===== src/sv/spidx_pkg.sv =====
// shared types and constants of the stepper position indexer
`default_nettype none

package spidx_pkg;

    localparam int unsigned POSITION_BITS_DEF = 16;
    localparam int unsigned INTERVAL_BITS     = 16;
    localparam int unsigned TARGET_BITS       = 16;
    localparam int unsigned WINDING_COUNT     = 4;
    localparam int unsigned PHASE_BITS        = 2;
    localparam int unsigned POS_OUT_BITS      = 16;
    localparam int unsigned ADDR_BITS         = 3;
    localparam int unsigned DATA_BITS         = 32;

    localparam logic [INTERVAL_BITS-1:0] INTERVAL_RESET = 16'd10;
    localparam logic [INTERVAL_BITS-1:0] ELAPSED_MAX    = 16'hFFFF;

    typedef enum logic [1:0] {
        OP_TICK  = 2'd0,
        OP_MOVE  = 2'd1,
        OP_STOP  = 2'd2,
        OP_SPARE = 2'd3
    } op_t;

    typedef enum logic [0:0] {
        REG_STEP_INTERVAL = 1'b0
    } reg_idx_t;

    typedef struct packed {
        logic                     rejected;
        logic                     arrived;
        logic                     busy_res;
        logic [POS_OUT_BITS-1:0]  position;
        logic [WINDING_COUNT-1:0] winding;
    } result_t;

endpackage

`default_nettype wire


===== src/sv/spidx_cfg.sv =====
// configuration register block behind the apb-style port
`default_nettype none

module spidx_cfg (
    input  wire logic                                   aclk,
    input  wire logic                                   aresetn,
    input  wire logic                                   psel,
    input  wire logic                                   penable,
    input  wire logic                                   pwrite,
    input  wire logic [spidx_pkg::ADDR_BITS-1:0]        paddr,
    input  wire logic [spidx_pkg::DATA_BITS-1:0]        pwdata,
    output logic      [spidx_pkg::DATA_BITS-1:0]        prdata,
    output logic                                        pready,
    output logic      [spidx_pkg::INTERVAL_BITS-1:0]    step_interval
);

    logic [spidx_pkg::INTERVAL_BITS-1:0] interval_reg;
    logic [spidx_pkg::INTERVAL_BITS-1:0] interval_next;
    logic                                 sel_interval;

    assign pready       = 1'b1;
    assign sel_interval = (paddr[2] == spidx_pkg::REG_STEP_INTERVAL) && (paddr[1:0] == 2'd0);

    always_comb begin
        interval_next = interval_reg;
        if (psel && penable && pwrite && pready && sel_interval) begin
            interval_next = pwdata[spidx_pkg::INTERVAL_BITS-1:0];
        end
    end

    always_ff @(posedge aclk) begin
        if (!aresetn) begin
            interval_reg <= spidx_pkg::INTERVAL_RESET;
        end else begin
            interval_reg <= interval_next;
        end
    end

    assign prdata        = sel_interval ? spidx_pkg::DATA_BITS'(interval_reg) : '0;
    assign step_interval = interval_reg;

endmodule

`default_nettype wire


===== src/sv/spidx_core.sv =====
// motion state and single-pass update for one request
`default_nettype none

module spidx_core #(
    parameter int unsigned POSITION_BITS = spidx_pkg::POSITION_BITS_DEF
) (
    input  wire logic                                aclk,
    input  wire logic                                aresetn,
    input  wire logic                                accept,
    input  wire logic [1:0]                          operation,
    input  wire logic [spidx_pkg::TARGET_BITS-1:0]   target_step,
    input  wire logic [spidx_pkg::INTERVAL_BITS-1:0] step_interval,
    output spidx_pkg::result_t                       result
);

    logic [POSITION_BITS-1:0]                pos_reg,     pos_next;
    logic [POSITION_BITS-1:0]                dest_reg,    dest_next;
    logic                                    moving_reg,  moving_next;
    logic [spidx_pkg::PHASE_BITS-1:0]        phase_reg,   phase_next;
    logic                                    coil_reg,    coil_next;
    logic [spidx_pkg::INTERVAL_BITS-1:0]     elapsed_reg, elapsed_next;

    logic [spidx_pkg::INTERVAL_BITS-1:0]     need;
    logic [spidx_pkg::INTERVAL_BITS-1:0]     elapsed_inc;
    logic [31:0]                             target_wide;
    logic [31:0]                             pos_wide;
    logic                                    arrived;
    logic                                    rejected;
    spidx_pkg::op_t                          op;

    assign op          = spidx_pkg::op_t'(operation);
    assign need        = (step_interval == '0) ? spidx_pkg::INTERVAL_BITS'(1) : step_interval;
    assign elapsed_inc = (elapsed_reg == spidx_pkg::ELAPSED_MAX) ? elapsed_reg
                                                                 : elapsed_reg + 1'b1;
    assign target_wide = 32'($signed(target_step));

    always_comb begin
        pos_next     = pos_reg;
        dest_next    = dest_reg;
        moving_next  = moving_reg;
        phase_next   = phase_reg;
        coil_next    = coil_reg;
        elapsed_next = elapsed_reg;
        arrived      = 1'b0;
        rejected     = 1'b0;
        unique case (op)
            spidx_pkg::OP_TICK: begin
                elapsed_next = elapsed_inc;
                if (moving_reg && (elapsed_inc >= need)) begin
                    coil_next = 1'b0;
                    if (pos_reg == dest_reg) begin
                        moving_next = 1'b0;
                        arrived     = 1'b1;
                    end else begin
                        if ($signed(dest_reg) < $signed(pos_reg)) begin
                            pos_next   = pos_reg - 1'b1;
                            phase_next = phase_reg - 1'b1;
                        end else begin
                            pos_next   = pos_reg + 1'b1;
                            phase_next = phase_reg + 1'b1;
                        end
                        coil_next    = 1'b1;
                        elapsed_next = '0;
                    end
                end
            end
            spidx_pkg::OP_MOVE: begin
                if (moving_reg) begin
                    rejected = 1'b1;
                end else begin
                    dest_next    = target_wide[POSITION_BITS-1:0];
                    moving_next  = 1'b1;
                    elapsed_next = '0;
                end
            end
            spidx_pkg::OP_STOP: begin
                if (moving_reg) begin
                    coil_next   = 1'b0;
                    dest_next   = pos_reg;
                    moving_next = 1'b0;
                end
            end
            default: begin
            end
        endcase
    end

    always_ff @(posedge aclk) begin
        if (!aresetn) begin
            pos_reg     <= '0;
            dest_reg    <= '0;
            moving_reg  <= 1'b0;
            phase_reg   <= '0;
            coil_reg    <= 1'b0;
            elapsed_reg <= '0;
        end else if (accept) begin
            pos_reg     <= pos_next;
            dest_reg    <= dest_next;
            moving_reg  <= moving_next;
            phase_reg   <= phase_next;
            coil_reg    <= coil_next;
            elapsed_reg <= elapsed_next;
        end
    end

    assign pos_wide = 32'(pos_next);

    always_comb begin
        result.winding  = coil_next ? (spidx_pkg::WINDING_COUNT'(1) << phase_next) : '0;
        result.position = pos_wide[spidx_pkg::POS_OUT_BITS-1:0];
        result.busy_res = moving_next;
        result.arrived  = arrived;
        result.rejected = rejected;
    end

endmodule

`default_nettype wire


===== src/sv/spidx_out.sv =====
// result register towards the master side
`default_nettype none

module spidx_out (
    input  wire logic        aclk,
    input  wire logic        aresetn,
    input  wire logic        load,
    input  wire spidx_pkg::result_t result,
    input  wire logic        m_tready,
    output logic             m_tvalid,
    output logic             ready_in,
    output logic [23:0]      m_tdata
);

    logic               valid_reg, valid_next;
    spidx_pkg::result_t data_reg;

    assign ready_in = !valid_reg || m_tready;

    always_comb begin
        valid_next = valid_reg;
        if (load) begin
            valid_next = 1'b1;
        end else if (m_tready) begin
            valid_next = 1'b0;
        end
    end

    always_ff @(posedge aclk) begin
        if (!aresetn) begin
            valid_reg <= 1'b0;
        end else begin
            valid_reg <= valid_next;
        end
    end

    always_ff @(posedge aclk) begin
        if (load) begin
            data_reg <= result;
        end
    end

    assign m_tvalid = valid_reg;
    assign m_tdata  = 24'(data_reg);

endmodule

`default_nettype wire


===== src/sv/stepper_position_indexer_unit.sv =====
// top level of the four-winding wave-drive stepper indexer
//
// requests enter on the s_ stream: s_tuser carries the operation (tick, move,
// emergency stop or spare no-op), s_tdata the signed 16-bit target step of a move.
// every request gives exactly one result on the m_ stream: winding drive,
// low 16 bits of the position, busy flag, arrival pulse and rejection flag.
// the result is loaded into the output register at the edge that takes the
// request and waits there until the receiver takes it.
// throughput is one request per cycle while the receiver keeps m_tready high.
// the output register decouples the sides: a new request is taken while the
// register is empty or is being drained in the same cycle; while the receiver
// holds m_tready low the result stays put and s_tready drops.
// the step interval (reset 10 ticks) sits at byte address 0 of the apb port
// and the user writes it only while the block is idle; nothing enforces it.
// reset clears position, destination, phase, windings, tick counter and the
// output register; the block takes requests in the first cycle after reset.
`default_nettype none

module stepper_position_indexer_unit #(
    parameter int unsigned POSITION_BITS = spidx_pkg::POSITION_BITS_DEF
) (
    input  wire logic                                aclk,
    input  wire logic                                aresetn,
    input  wire logic                                s_tvalid,
    output logic                                     s_tready,
    input  wire logic [15:0]                         s_tdata,   // target_step
    input  wire logic [1:0]                          s_tuser,   // operation
    output logic                                     m_tvalid,
    input  wire logic                                m_tready,
    // winding[3:0], position[19:4], busy_res[20], arrived[21], rejected[22], zero
    output logic [23:0]                              m_tdata,
    input  wire logic                                psel,
    input  wire logic                                penable,
    input  wire logic                                pwrite,
    input  wire logic [spidx_pkg::ADDR_BITS-1:0]     paddr,
    input  wire logic [spidx_pkg::DATA_BITS-1:0]     pwdata,
    output logic      [spidx_pkg::DATA_BITS-1:0]     prdata,
    output logic                                     pready
);

    logic [spidx_pkg::INTERVAL_BITS-1:0] step_interval;
    logic                                accept;
    spidx_pkg::result_t                  result;

    assign accept = s_tvalid && s_tready;

    spidx_cfg u_cfg (
        .aclk          (aclk),
        .aresetn       (aresetn),
        .psel          (psel),
        .penable       (penable),
        .pwrite        (pwrite),
        .paddr         (paddr),
        .pwdata        (pwdata),
        .prdata        (prdata),
        .pready        (pready),
        .step_interval (step_interval)
    );

    spidx_core #(
        .POSITION_BITS (POSITION_BITS)
    ) u_core (
        .aclk          (aclk),
        .aresetn       (aresetn),
        .accept        (accept),
        .operation     (s_tuser),
        .target_step   (s_tdata),
        .step_interval (step_interval),
        .result        (result)
    );

    spidx_out u_out (
        .aclk     (aclk),
        .aresetn  (aresetn),
        .load     (accept),
        .result   (result),
        .m_tready (m_tready),
        .m_tvalid (m_tvalid),
        .ready_in (s_tready),
        .m_tdata  (m_tdata)
    );

endmodule

`default_nettype wire


===== config.mk =====
export PLATFORM = sky130hd
export DESIGN_NAME = stepper_position_indexer_unit
export DESIGN_NICKNAME = d
export VERILOG_FILES = /design/src/sv/spidx_pkg.sv /design/src/sv/spidx_cfg.sv /design/src/sv/spidx_core.sv /design/src/sv/spidx_out.sv /design/src/sv/stepper_position_indexer_unit.sv
export SDC_FILE = /design/constraint.sdc
export NUM_CORES = 1
export LEC_CHECK = 0
export BUFFER_PORTS_ARGS = -buffer_cell sky130_fd_sc_hd__buf_2
export CAP_MARGIN = 30
export CORE_MARGIN = 2
export CORE_UTILIZATION = 30
export CTS_CLUSTER_DIAMETER = 40
export CTS_CLUSTER_SIZE = 25
export DETAILED_ROUTE_END_ITERATION = 8
export SLEW_MARGIN = 20
export SYNTH_ARGS = -nofsm -noshare
export SYNTH_HDL_FRONTEND = slang
export SYNTH_SLANG_ARGS = --single-unit

===== constraint.sdc =====
create_clock -name aclk -period 4.2 [get_ports aclk]
set_input_delay 0.42 -clock aclk [delete_from_list [all_inputs] [get_ports aclk]]
set_output_delay 0.42 -clock aclk [all_outputs]
set_load 0.02 [all_outputs]

==> key figures, run 1 <==
Status
  – Status: complete, no violations

Clock network
  – Clock transition at path regs: 0.07 ns
  – TritonCTS Buffers: 9
  – H-tree Lvls: 3
  – Longest Clk Path Bufs: 2
  – Total clock sinks: around 90
  – CTS tree: yes
  – Hold bufs inserted after CTS: 0
  – Clock Latency Late Sink: 0.35 ns
  – CTS Root Cell: clkbuf_16

Route
  – Via count: 5143
  – Final WL: approximately 15000 um
  – Residual DRC: 0
  – Drt via density: ~4.7
  – Initial DRT Pass Iterations: 4
  – Post-route antenna net violation count: 0
  – Wirelength per Cell: around 14 um
  – 1st-iter DRT viols: 291

Critical path
  – Worst r2r path cells: 13
  – Crit path launch: u_core.elapsed_reg[3]
  – Critical path peak fanout: 22
  – Crit path arrival time: 4.09 ns
  – Startpoint Class: register
  – Worst endpoint required time: 4.30 ns
  – Worst Setup End Kind: register
  – Worst R2R Start: u_core.elapsed_reg[3]
  – WS Path Type: register to register

Power
  – Design Power: 2.54 mW
  – Combinational Power Share: 0.225
  – Worst VDD drop: approximately 180 uV
  – Pwr Density: 338 nW/um^2
  – P_int: 1.84 mW
  – Flop pwr share: 0.372
  – Leakage: 3.51 nW
  – Clock power share: 0.403
  – Switching share of power: 0.274
  – Switch Pwr: 0.696 mW

Hold path
  – Hold path cells: 3
  – Hold wc startpoint: pwdata[1]
  – Worst hold path class: primary input to register

Yosys
  – Compound-Gate Fraction of Synth Area: 0.166
  – Mux cell area share after synthesis: 0.0772
  – Sequential fraction of the synthesis area: 0.337
  – Post-Synth XOR/XNOR Area: 0.0410
  – Post-synth top area cell: dfxtp_1
  – Avg Synthesized Cell Area: between 8 and 9 sq um
  – Synth cell count leaders: nand2_1, dfxtp_1, ha_1
  – Ranking of synthesized cells by area: dfxtp_1, edfxtp_1, ha_1
  – Top-count cell post-synth: nand2_1
  – Post-Synth Simple-Gate Area: 0.193
  – Most used DFF post-synth: dfxtp_1
  – Post-Synth Adder-Cell Area: 0.111
  – Synthesized area: 6160 sq um
  – Number of enable flip-flop cells after synthesis: 23
  – Seq cells post-synth: between 90 and 100
  – Post-synth cell types: 62
  – Largest family of logic cells by synthesized area: simple AND/OR/NAND/NOR gates
  – Post-synth top area share: 0.224
  – Post-synth ARST share: 0
  – Yosys warns: 0
  – Cells after Synth: around 700

STA
  – Final setup violation count: 0
  – Fmax achieved: 251 MHz
  – Worst-margin pin slew: approximately 0.67 ns
  – Period Utilization, post-route: 0.948
  – Final min period: 3.98 ns
  – RSZ-0062 raised after global routing: false
  – Slew Viols, Final: 0
  – Skew final: approximately 0.006 ns
  – Fin Setup TNS: 0 ns
  – Final Hold Fails: 0
  – Slew HR: 0.557

GRT
  – GRT Total Usage: 0.138
  – Via count of the first global-routing pass: slightly below 5000
  – GRT Residual Overflow: 0
  – Initial antenna violation count: 1
  – Largest net degree at the start of global routing: 41
  – First-pass GRT wire length: 24000 um

Die
  – Die boundary height: 147 um
  – Core area: 20200 sq um
  – Std cell rows: 52
  – Die Wd: ~150 um
  – Die footprint: approximately 22000 sq um
  – I/O pins: 119
  – Starting Density: 0.305

Cells and area
  – Max reg flops: 23
  – Synth-to-Final Area Change: 22.1%
  – Fill cells: 2086
  – Nets: 925
  – Share of cells above drive strength 1: 0.216
  – Sequential cell area: 2070 sq um
  – Multi-input logic area: 3750 sq um
  – Post-Layout Inst Area: approximately 7500 sq um
  – ANT cells: 0

Place
  – IO Port Bufs: 84
  – Global placement routability congestion: 0.851
  – Post-DP HPWL: 10900 um
  – Area of placed instances: 7080 sq um

Run
  – Max-capacitance violation count: 0
worst max-delay path, cell delays in order, from the launching register on:
cell	delay (ns)
dfxtp_1	0.38
and2_1	0.22
nand3_1	0.17
or4_4	0.60
buf_4	0.19
xnor2_2	0.14
ha_1	0.28
nand2b_1	0.14
a2111o_1	0.46
a32oi_4	0.26
nand2_2	0.15
nand4_1	0.17
buf_12	0.21
mux2_2	0.35
layout by cell type, fill, tap and decap left out, types with 4 or more instances in the layout:
cell type / instances
nor4_1: 5
and2_1: 32
a21boi_0: 23
ha_1: 53
and3_1: 6
xor2_1: 9
clkbuf_16: 9
nand4_1: 9
nor2_1: 15
buf_4: 44
mux2_2: 12
edfxtp_1: 23
nand2_1: 96
a21oi_1: 29
nand2b_1: 15
o211ai_1: 7
a211oi_1: 5
o211a_1: 16
buf_2: 84
inv_1: 48
nand3_1: 24
nor3_1: 11
dfxtp_1: 69
xnor2_1: 18
nor2b_1: 16
bufinv_16: 4
o21ai_1: 6
o21ai_0: 18
conb_1: 18
mux2i_1: 34
a21o_1: 9
area by class of cell:
type | instances | area share
clock buffer | 10 | 0.0318
clock inverter | 6 | 0.0178
inverter | 48 | 0.0240
multi-input combinational | 529 | 0.499
sequential | 92 | 0.276
tap | 270 | 0.0449
timing repair buffer | 131 | 0.107
per-layer routing:
layer / track usage / up-vias / wire length, um
li1: - / 2652 / -
met1: 0.196 / 2408 / 7810
met2: 0.209 / 69 / 6530
met3: 0.0252 / 12 / 460
met4: 0.0534 / 2 / 239
met5: 0 / - / 13
power groups by stage:
stage | clock network, mW | logic (mW) | registers (mW)
after CTS | 1.05 | 0.561 | 0.944
after global routing | 1.08 | 0.639 | 0.947
after detailed placement | 0 | 0.559 | 0.964
after floorplan | 0 | 0.354 | 0.976
after global placement | 0 | 0.550 | 0.964
final | 1.02 | 0.572 | 0.945
cells by family (layout without fill, tap and decap cells):
kind of cell,count (synthesis),in the layout
AOI/OAI and AO/OA,143,144
and+or+nand+nor,239,239
other,2,18
adders and majority gates,54,54
xor gates and xnor gates,28,28
muxes,46,46
buffers and inverters,97,195
DFF,92,92
path summary, 6_finish.rpt:
check	endpoint	slack [ns]
worst max-delay path	u_out.m_tdata[10]	0.22
worst min-delay path	u_cfg.step_interval[1]	0.30
worst max register to register	u_out.m_tdata[10]	0.22
worst min register to register	u_core.phase_reg[1]	0.49
what timing repair did:
| item | 4_1_cts | 5_1_grt |
|---|---|---|
| buffers inserted | 0 | 1 |
| endpoints found under the setup margin | 0 | 36 |
| gates resized for setup | 0 | 12 |
| endpoints found under the hold margin | 0 | 0 |
through the flow:
stage | std cells | hold WS, ns | worst slack [ns] | utilization
2_1_floorplan | 717 | 0.448 | 0.286 | -
3_3_place_gp | 1067 | 0.460 | 0.0657 | 0.350
3_5_place_dp | 1068 | 0.466 | 0.0746 | 0.351
4_1_cts | 1084 | 0.287 | 0.0512 | 0.370
5_1_grt | 1086 | 0.323 | 0.00654 | 0.373
6_report | 1086 | 0.297 | 0.217 | 0.373
Power figures use the tool's default switching activity.
==> run 2, diff against run 1 <==
--- a/config.mk
+++ b/config.mk
@@ -12,6 +12,7 @@
 export CTS_CLUSTER_DIAMETER = 40
 export CTS_CLUSTER_SIZE = 25
 export DETAILED_ROUTE_END_ITERATION = 8
+export REMOVE_ABC_BUFFERS = 1
 export SLEW_MARGIN = 20
 export SYNTH_ARGS = -nofsm -noshare
 export SYNTH_HDL_FRONTEND = slang
==> run 2 against run 1 <==
Hold slack lost 0.012 ns. Sequential share of layout area grew 0.11 points. Global-route usage grew 0.56 points. Critical endpoint is now u_out.m_tdata[18].
==> key figures, run 2 (synthesis gave the netlist of run 1 again) <==
Cells and area
  – Utilization after layout: 0.372
  – ANT cells: 0
  – Fill cells: 2120
  – Commonest non-fill, non-tap cells in the layout: nand2_1, buf_2, dfxtp_1
  – Share of cells above drive strength 1: 0.216
  – Synth-to-Final Area Change: 21.7%
  – Most common cell after layout, fill and taps aside: nand2_1
  – Max reg flops: 23
  – Post-Layout Inst Area: approximately 7500 sq um
  – Nets: ~930

Die
  – I/O pins: 119
  – Core area: between 20000 and 25000 sq um
  – Std cell rows: 52
  – Die Wd: 147 um
  – Die boundary height: roughly 150 um
  – Starting Density: 0.305
  – Die footprint: 21700 sq um

Place
  – Pre-CTS setup slack: 0.127 ns
  – Area of placed instances: approximately 7000 sq um
  – IO Port Bufs: 84
  – Post-DP HPWL: 11300 um
  – Global placement routability congestion: around 0.85

Critical path
  – Max incr delay on CP: 0.61 ns
  – Reg-to-reg slack, setup: 0.22 ns
  – Worst Setup End Kind: register
  – Crit path launch: u_core.elapsed_reg[3]
  – Crit path arrival time: a little over 4 ns
  – Startpoint Class: register
  – Critical path peak fanout: 22
  – Slowest CP cell: or4_4
  – WS Path Type: register to register
  – Worst R2R Start: u_core.elapsed_reg[3]
  – Worst endpoint required time: 4.30 ns
  – Crit path cell chain: and2_1 > nand3_1 > or4_4 > buf_4 > xnor2_2 > ha_1 > nand2b_1 > a2111o_1 > a32oi_2 > nand2_2 > nand4_1 > buf_12 > mux2_2

Route
  – Initial DRT Pass Iterations: 4
  – Post-route antenna net violation count: 0
  – Final WL: about 15000 um
  – Wirelength per Cell: 13.9 um
  – 1st-iter DRT viols: ~210
  – Drt via density: around 4.7
  – Residual DRC: 0
  – Via count: 5155

STA
  – Final min period: 3.98 ns
  – Final worst setup slack: 0.219 ns
  – Worst-margin pin slew: approximately 0.64 ns
  – Skew final: around 0.013 ns
  – Slew Viols, Final: 0
  – Period Utilization, post-route: 0.948
  – Final Hold Fails: 0
  – Final setup violation count: 0
  – Fin Setup TNS: 0 ns
  – RSZ-0062 raised after global routing: true
  – Fmax achieved: 251 MHz
  – Slew HR: 0.576

Power
  – Leakage: ~3.5 nW
  – Combinational Power Share: 0.242
  – Flop pwr share: 0.387
  – Switch Pwr: 0.709 mW
  – Clock power share: 0.371
  – Pwr Density: 326 nW/um^2
  – P_int: 1.73 mW
  – Switching share of power: 0.290
  – Worst VDD drop: 200 uV

Hold path
  – Worst hold path class: primary input to register
  – Hold wc startpoint: pwdata[3]

Clock network
  – TritonCTS Buffers: 9
  – Longest Clk Path Bufs: 2
  – CTS Root Cell: clkbuf_16
  – H-tree Lvls: 3
  – Clock Latency Late Sink: 0.36 ns
  – CTS tree: yes
  – Hold bufs inserted after CTS: 0
  – Total clock sinks: 92
  – Clock transition at path regs: ~0.07 ns

GRT
  – First-pass GRT wire length: 25000 um
  – Initial antenna violation count: 0
  – GRT Residual Overflow: 0
  – GRT Total Usage: 0.144
  – Via count of the first global-routing pass: roughly 5000
  – Largest net degree at the start of global routing: 49

Run
  – Max-capacitance violation count: 0

Status
  – Status: complete, no violations
run 2: changes by cell type in the layout (fill, tap and decap cells not counted), sizes merged:
cell	change
buf	+4
bufinv	-3
clkbuf	+2
a311o	-1
clkinv	+1
run 2: repair_timing:
action / 4_1_cts / 5_1_grt
setup endpoints to repair: 0 / 42
setup buffers: 0 / 1
resized for setup: 0 / 9
run 2: worst paths after layout:
kind | endpoint | cells past startpoint
max | u_out.m_tdata[18] | 13
min | u_cfg.step_interval[3] | 3
max reg2reg | u_out.m_tdata[18] | 13
min reg2reg | u_core.phase_reg[1] | 2
run 2: area by class of cell:
| type | count | area [sq um] | share of cell area |
|---|---|---|---|
| clock buffer | 12 | 279 | 0.0372 |
| clock inverter | 4 | 52.6 | 0.00701 |
| inverter | 48 | 180 | 0.0240 |
| multi-input combinational | 528 | 3730 | 0.498 |
| sequential | 92 | 2070 | 0.277 |
| tap | 270 | 338 | 0.0451 |
| timing repair buffer | 135 | 841 | 0.112 |
run 2: power by group through the flow:
stage	Sequential, mW	Clock (mW)	Combinational [mW]
final	0.945	0.907	0.591
after global routing	0.948	0.962	0.660
after CTS	0.945	0.931	0.578
after detailed placement	0.964	0	0.574
after global placement	0.965	0	0.567
after floorplan	0.976	0	0.330
run 2: metrics by stage:
| stage | hold WS (ns) | instances | total power [mW] |
|---|---|---|---|
| after detailed placement | 0.483 | 1072 | 1.54 |
| after floorplan | 0.448 | 668 | 1.31 |
| after global routing | 0.308 | 1089 | 2.57 |
| after CTS | 0.271 | 1088 | 2.45 |
| after global placement | 0.462 | 1072 | 1.53 |
| final | 0.285 | 1089 | 2.44 |
run 2: per-layer routing:
layer | wire length (um) | global-route usage
met1 | 7500 | 0.194
met2 | 6950 | 0.235
met3 | 567 | 0.0339
met4 | 165 | 0.0351
met5 | 0 | 0
run 2: critical path: cells and delay by family (launching register included):
family | cells | cell delay (ns)
mux | 1 | 0.36
buf+inv | 2 | 0.41
simple gates | 6 | 1.43
flops | 1 | 0.38
compound gates | 2 | 0.70
fa+ha+maj | 1 | 0.29
xor+xnor | 1 | 0.15
==> run 3, diff against run 2 <==
--- a/config.mk
+++ b/config.mk
@@ -7,6 +7,7 @@
 export LEC_CHECK = 0
 export BUFFER_PORTS_ARGS = -buffer_cell sky130_fd_sc_hd__buf_2
 export CAP_MARGIN = 30
+export CORE_ASPECT_RATIO = 1.4
 export CORE_MARGIN = 2
 export CORE_UTILIZATION = 30
 export CTS_CLUSTER_DIAMETER = 40
==> run 3 against run 2 <==
Cell count shrank 1.8%. Critical path depth stayed put. Flip-flop and latch count did not move. Total power down 4.5%. Clock skew is 0.00073 ns lower.
==> key figures, run 3 (synthesis gave the netlist of run 1 again) <==
Critical path
  – Reg-to-reg slack, setup: between 0.2 and 0.25 ns
  – Worst r2r path cells: 13
  – Crit path cell chain: and2_1 > nand3_1 > or4_1 > buf_12 > xnor2_2 > ha_1 > nand2b_1 > a2111o_1 > a32oi_2 > nand2_2 > nand4_1 > buf_12 > mux2_2
  – R2r endpoint: u_out.m_tdata[9]
  – Worst Setup End Kind: register
  – Max incr delay on CP: 0.62 ns
  – Worst R2R Start: u_core.elapsed_reg[3]
  – Crit path launch: u_core.elapsed_reg[3]
  – Slowest CP cell: or4_1
  – Worst endpoint required time: approximately 4.3 ns
  – Kind of cell adding the most delay to the critical path: simple AND/OR/NAND/NOR gates
  – Critical path peak fanout: 22
  – Crit path arrival time: ~4.1 ns
  – CP bufs+invs: 2
  – Startpoint Class: register
  – Crit path top cell by count: buf_12
  – WS Path Type: register to register

Status
  – Status: complete, no violations

Power
  – Combinational Power Share: 0.239
  – Flop pwr share: 0.405
  – Switch Pwr: a little over 0.7 mW
  – Worst VDD drop: 180 uV
  – Leakage: 3.45 nW
  – Pwr Density: around 320 nW/um^2
  – P_int: 1.61 mW
  – Clock power share: 0.356
  – Design Power: 2.33 mW
  – Switching share of power: 0.309

STA
  – Fin Setup TNS: 0 ns
  – Worst-margin pin slew: 0.744 ns
  – Slew Viols, Final: 0
  – Final Hold Fails: 0
  – Fmax achieved: between 200 and 300 MHz
  – Final min period: 3.98 ns
  – Period Utilization, post-route: 0.947
  – Final setup violation count: 0
  – RSZ-0062 raised after global routing: true
  – Slew HR: 0.504
  – Skew final: 0.0119 ns

GRT
  – GRT Total Usage: 0.141
  – First-pass GRT wire length: 24800 um
  – Via count of the first global-routing pass: 4962
  – GRT Residual Overflow: 0
  – Largest net degree at the start of global routing: 46
  – Initial antenna violation count: 1

Hold path
  – Hold wc startpoint: pwdata[3]
  – Hold path cells: 3
  – Worst hold path class: primary input to register
  – Hold Path Sink: u_cfg.step_interval[3]

Cells and area
  – Commonest non-fill, non-tap cells in the layout: nand2_1, buf_2, dfxtp_1
  – Non-filler cells, final: 1069
  – Max reg flops: 23
  – Nets: 921
  – Share of cells above drive strength 1: 0.212
  – Most common cell after layout, fill and taps aside: nand2_1
  – Synth-to-Final Area Change: 19.9%

Route
  – Residual DRC: 0
  – Initial DRT Pass Iterations: 4
  – Drt via density: 4.82
  – Post-route antenna net violation count: 0
  – Final WL: approximately 15000 um
  – 1st-iter DRT viols: 204
  – Wirelength per Cell: about 14 um
  – Via count: approximately 5000

Place
  – Post-DP HPWL: 11600 um
  – Placed Cells incl. Taps: 1050
  – Global placement routability congestion: 0.835
  – IO Port Bufs: 84

Clock network
  – Hold bufs inserted after CTS: 0
  – Clock Latency Late Sink: 0.35 ns
  – TritonCTS Buffers: 9
  – H-tree Lvls: 3
  – CTS tree: yes
  – Total clock sinks: 92
  – Longest Clk Path Bufs: 2
  – CTS Root Cell: clkbuf_16
  – Clock transition at path regs: ~0.07 ns

Run
  – Max-capacitance violation count: 0

Die
  – Starting Density: 0.303
  – Std cell rows: 62
  – Die boundary height: around 170 um
  – Core area: just over 20000 sq um
  – Die Wd: ~130 um
  – Die footprint: 21700 sq um
  – I/O pins: around 120
-- run 3: final cells by class --
class                      instances  area, sq um
fill                            2157        12900
antenna                            1         2.50
clock buffer                      10          250
inverter                          48          180
sequential                        92         2070
clock inverter                     6         50.0
multi-input combinational        528         3730
timing repair buffer             128          779
tap                              256          320
-- run 3: repair_timing --
item	CTS	global route
resized for setup	0	10
endpoints found under the setup margin	0	34
buffers inserted	0	1
hold endpoints to repair	0	0
-- run 3: how the worst max path moves through the flow --
| stage | endpoint | slack (ns) | depth (start not counted) |
|---|---|---|---|
| final | u_out.m_tdata[9] | 0.22 | 13 |
| after global routing | u_core.elapsed_reg[9] | -0.0008 | 13 |
| after CTS | u_out.m_tdata[17] | 0.05 | 16 |
| after detailed placement | u_out.m_tdata[17] | 0.08 | 16 |
| after global placement | u_out.m_tdata[17] | 0.04 | 16 |
| after floorplan | u_core.pos_reg[15] | -0.06 | 13 |
-- run 3: power groups by stage --
stage,combinational (mW),sequential (mW),clock [mW]
6_report,0.557,0.946,0.831
5_1_grt,0.612,0.948,0.886
4_1_cts,0.547,0.946,0.857
3_5_place_dp,0.543,0.966,0
3_3_place_gp,0.539,0.966,0
2_1_floorplan,0.330,0.976,0
-- run 3: worst register-to-register path: cells and delay by family (launching register included) --
family / cells / cell delay (ns)
AO/OA/AOI/OAI: 2 / 0.71
AND/OR/NAND/NOR: 6 / 1.45
multiplexers: 1 / 0.37
XOR/XNOR: 1 / 0.14
adder cells (fa/ha/maj): 1 / 0.29
buffers and inverters: 2 / 0.40
flip-flops: 1 / 0.38
-- run 3: per-layer routing --
| metal | track usage | share of wire | up-vias |
|---|---|---|---|
| met4 | 0.0347 | 0.0093 | 2 |
| met1 | 0.161 | 0.42 | 2412 |
| met5 | 0 | 0.00084 | - |
| li1 | - | - | 2640 |
| met3 | 0.0265 | 0.034 | 12 |
| met2 | 0.266 | 0.54 | 82 |
-- run 3: metrics by stage --
step | cell area [sq um] | hold WS (ns) | util | worst slack [ns]
CTS | 7330 | 0.282 | 0.360 | 0.0458
detailed placement | 7030 | 0.478 | 0.346 | 0.0822
finish | 7380 | 0.292 | 0.363 | 0.221
floorplan | 5940 | 0.448 | - | -0.0608
global placement | 7030 | 0.459 | 0.346 | 0.0394
global route | 7380 | 0.320 | 0.363 | -0.000754
